## src/sv/prism_shape_function_eval_unit_defines.svh

```systemverilog
// Assertion macros shared by the prism shape function evaluator.
`ifndef PRISM_SHAPE_FUNCTION_EVAL_UNIT_DEFINES_SVH
`define PRISM_SHAPE_FUNCTION_EVAL_UNIT_DEFINES_SVH
// Checks that a condition implies a consequence at the same edge.
`define PSF_ASSERT_IMP(lbl, ante, cons) \
	lbl: assert property (@(posedge clk) disable iff (!arst_n) (ante) |-> (cons)) \
		else $error("assertion failed");
// Checks that a condition implies a consequence at the next edge.
`define PSF_ASSERT_NEXT(lbl, ante, cons) \
	lbl: assert property (@(posedge clk) disable iff (!arst_n) (ante) |=> (cons)) \
		else $error("assertion failed");
`endif

```

## src/sv/psf_pkg.sv

```systemverilog
package psf_pkg;
	localparam int unsigned NodesLin = 6;
	localparam int unsigned NodesQuad = 15;
	localparam int unsigned OutW = 20;

	typedef struct packed {
		logic [16:0] l1;
		logic [16:0] l2;
		logic signed [17:0] zeta;
		logic quad;
		logic [4:0] tag;
		logic lastp;
	} psf_req_t;
endpackage

```

## src/sv/psf_front.sv

```systemverilog
module psf_front import psf_pkg::*; (
	input logic clk,
	input logic arst_n,
	input logic start,
	output logic busy,
	input psf_req_t req_in,
	output logic q_valid,
	output psf_req_t q_req,
	input logic q_pop
);
	psf_req_t buf_q [2];
	logic wp_q, rp_q;
	logic [1:0] cnt_q;
	logic push;

	assign busy = (cnt_q == 2'd2);
	assign push = start && !busy;
	assign q_valid = (cnt_q != 2'd0);
	assign q_req = buf_q[rp_q];

	always_ff @(posedge clk) begin
		if (push) begin
			buf_q[wp_q] <= req_in;
		end
	end

	always_ff @(posedge clk or negedge arst_n) begin
		if (!arst_n) begin
			wp_q <= 1'b0;
			rp_q <= 1'b0;
			cnt_q <= 2'd0;
		end else begin
			if (push) begin
				wp_q <= !wp_q;
			end
			if (q_pop) begin
				rp_q <= !rp_q;
			end
			cnt_q <= cnt_q + {1'b0, push} - {1'b0, q_pop};
		end
	end
endmodule

```

## config.mk

```make
export PLATFORM = sky130hd
export DESIGN_NAME = psf_front
export DESIGN_NICKNAME = d
export VERILOG_FILES = /design/src/sv/prism_shape_function_eval_unit_defines.svh /design/src/sv/psf_pkg.sv /design/src/sv/psf_front.sv
export SDC_FILE = /design/constraint.sdc
export NUM_CORES = 1
export LEC_CHECK = 0
export BUFFER_PORTS_ARGS = -buffer_cell sky130_fd_sc_hd__buf_2
export CAP_MARGIN = 25
export CORE_ASPECT_RATIO = 0.9
export CORE_MARGIN = 2
export CORE_UTILIZATION = 47
export CTS_CLUSTER_SIZE = 12
export DETAILED_ROUTE_END_ITERATION = 10
export PLACE_DENSITY = 0.75
export SLEW_MARGIN = 10
export SYNTH_ARGS = -nofsm -noshare
export SYNTH_HDL_FRONTEND = slang
export SYNTH_SLANG_ARGS = --single-unit
```

## constraint.sdc

```tcl
create_clock -name clk -period 3.55 [get_ports clk]
set_input_delay 0.5325 -clock clk [delete_from_list [all_inputs] [get_ports clk]]
set_output_delay 0.5325 -clock clk [all_outputs]
set_load 0.005 [all_outputs]
```

==> results.cfg <==
[finish]
num-fill-cells = 699
finish.net_count = 405
diodes = 0
area_growth_pct = 26.05
final_layout_size_suffix_gt1_share_pct = 60.80
fin_area_mm2 = 0.005993
stdcell_count = 478

[yosys]
synth.avg_cell_area_um2 = 23.65
synth-seq-area-share_pct = 76.63
ys.warnings.count = 0
seq_cells_post_synth = 122
postSynthNetCount = 266
yosysUniqueCellTypes = 14
cell_count_after_synthesis = 201
post_synth_design_cell_area_mm2 = 0.004755

[clock_network]
clock-root-buffer = sky130_fd_sc_hd__clkbuf_8
cts-hold-fix-buffers = 1
tritoncts = yes
worst_skew_pair.late_latency_ns = 0.50
tritoncts.num_buffers = 17
cts.sinks = 122
postCtsSetupBuffers = 0
ctsResizeCount = 0
clock_tree.htree_level_count = 4
maximum_buffer_depth_of_the_clock_tree = 2
clock_transition_at_the_register_clock_pins_on_the_worst_setup_and_hold_paths_after_cts_ns = 0.06

[timing]
worst_slew_pin_slew_ns = 0.8104
period_minus_slack_ns = 2.623
finalSetupViolCount = 0
period_share_pct = 73.89
finalSetupTns_ns = 0
final_max_slew_viols = 0
final_hold_viol_count = 0
unrepaired_setup_endpoints_after_global_routing = no
clock_skew_ns = 0.008058
slew-limit-headroom_pct = 45.97
max_freq_mhz = 381.2

[setup_path]
r2r_setup_slack_ns = 1.75
critical_path_arrival_ns = 2.09
worstReg2RegStart = cnt_q[1]
critPathMaxFanout = 33
worst_setup_path_end_kind = output port
end_of_the_critical_path = q_req[47]
path_class = register to output port
timing.critical_path.from = rp_q
crit-reg2reg-capture = buf_q[0][33]
setup.worst_path.start_class = register
rr_worst_depth = 4
cp.required_ns = 3.02

[placed_design]
dp.cells = 446
hpwlAfterDp_um = 4900
place.gp.congestion = 0.6431
port_buffers = 123
dpl_cell_area_mm2 = 0.005451

[floorplanning]
coreArea_mm2 = 0.009742
placement_rows = 34
initial_utilization_pct = 48.81
die_y_um = 99.42
floorplan.die_area_mm2 = 0.01094
die_width_um = 110.0
io_pins = 124

[flow_run]
max_cap_viols = 0

[power]
power_density_mw_per_mm2 = 842.2
vdd_ir_drop_max_v = 0.0004609
p_seq_share_pct = 42.8
clock_power_share_pct = 30.2
switching_share_pct = 25.45
internal_power_w = 0.003763
power.static_leakage_nw = 2.447
power.share.combinational_pct = 27.1
total_switching_power_w = 0.001285

[grt]
grt_start_max_net_pins = 60
grt.total_usage_pct = 14.98
grt_antenna_before_repair = 0
first_global_vias = 2369
wire_length_of_the_first_global_routing_pass_um = 11690
overflow = 0

[outcome]
run_status = completed

[detailed_routing]
dr.pass1.iters = 4
drtIter0Drc = 110
drt-vias-per-instance = 4.799
vias = 2294
wl_per_cell_um = 16.28
postRouteWirelength_um = 7784
antenna_violating_nets_post_route = 0
drc = 0

[hold_path]
min-delay-path-class = input port to register
-- critical path: stages, from the launching register on --
cell	delay, ns
sky130_fd_sc_hd__dfrtp_4	0.79
sky130_fd_sc_hd__buf_16	0.32
sky130_fd_sc_hd__mux2_4	0.34
sky130_fd_sc_hd__buf_2	0.13
-- logic make-up after synthesis --
family        count (synthesis)  share of synthesized area [%]
xor+xnor                      4                         0.7370
fa+ha+maj                     2                         0.5262
buf+inv                       9                          2.921
flops                       122                          76.63
mux                          59                          18.63
simple gates                  5                         0.5527
-- synthesized netlist by cell type --
cell type	count	area, um2
sky130_fd_sc_hd__edfxtp_1	118	3543
sky130_fd_sc_hd__mux2_4	59	885.9
sky130_fd_sc_hd__buf_6	1	11.26
sky130_fd_sc_hd__and3_1	1	6.260
sky130_fd_sc_hd__xnor2_1	3	26.28
sky130_fd_sc_hd__xor2_1	1	8.760
sky130_fd_sc_hd__ha_1	2	25.02
sky130_fd_sc_hd__buf_12	6	120.1
sky130_fd_sc_hd__nand2b_1	1	6.260
sky130_fd_sc_hd__or2_2	1	6.260
sky130_fd_sc_hd__dfrtp_1	4	100.1
sky130_fd_sc_hd__nand2_1	1	3.750
sky130_fd_sc_hd__nor2_1	1	3.750
sky130_fd_sc_hd__inv_1	2	7.510
-- worst min-delay path by stage --
stage,from,endpoint,slack (ns),cells after the start
floorplan,arst_n,cnt_q[0],0.24,0
global placement,arst_n,cnt_q[1],0.34,1
detailed placement,arst_n,cnt_q[0],0.34,1
CTS,req_in[50],buf_q[1][50],0.19,1
global route,req_in[50],buf_q[1][50],0.19,1
finish,req_in[16],buf_q[1][16],0.22,1
-- stage by stage --
step | hold slack [ns] | total power (W) | utilization, % | setup WS, ns
6_report | 0.2189 | 0.005048 | 61.52 | 0.9270
5_1_grt | 0.1870 | 0.005314 | 61.52 | 0.8273
3_3_place_gp | 0.3404 | 0.003541 | 55.68 | 1.315
4_1_cts | 0.1945 | 0.005130 | 61.52 | 0.8691
3_5_place_dp | 0.3441 | 0.003584 | 55.96 | 1.425
2_1_floorplan | 0.2369 | 0.003187 | - | 0.9636
-- power by group through the flow --
stage,logic (W),registers (W),clock network (W)
final,0.00137,0.00216,0.00152
after global routing,0.00149,0.00220,0.00163
after global placement,0.00127,0.00227,0
after floorplan,0.00111,0.00208,0
after detailed placement,0.00139,0.00219,0
after CTS,0.00140,0.00217,0.00156
-- state kept, by name, summed over array words and instances, names as in the netlist --
register and count:
cnt_q 2, rp_q 1, wp_q 1, buf_q 118
-- cell type report --
class,count,area (um2),area share [%]
inverters,2,7.507,0.1253
flip-flops and latches,122,3647,60.86
clock inverters,10,102.6,1.712
multi-input cells,70,980.9,16.37
well taps,126,157.7,2.630
repair buffers,127,668.1,11.15
clock buffers,21,429.2,7.161
-- layer usage --
layer	track usage (%)	vias to the layer above	share of wire, %	wire [um]
met4	6.426	0	1.3	104
met2	23.36	101	48	3758
met5	0	-	0	0
li1	-	1069	-	-
met1	17.94	1113	41	3177
met3	6.815	11	9.6	744
-- cell usage in the layout (no fill, tap or decap), types with 2 or more instances in the layout --
master,instances
sky130_fd_sc_hd__mux2_4,59
sky130_fd_sc_hd__clkbuf_1,4
sky130_fd_sc_hd__buf_4,2
sky130_fd_sc_hd__dfrtp_1,3
sky130_fd_sc_hd__buf_2,123
sky130_fd_sc_hd__inv_1,2
sky130_fd_sc_hd__bufinv_16,2
sky130_fd_sc_hd__edfxtp_1,118
sky130_fd_sc_hd__clkinv_1,2
sky130_fd_sc_hd__clkinv_2,4
sky130_fd_sc_hd__ha_1,2
sky130_fd_sc_hd__clkbuf_16,16
sky130_fd_sc_hd__xnor2_1,3
sky130_fd_sc_hd__clkinvlp_4,2
Power figures use the tool's default switching activity.
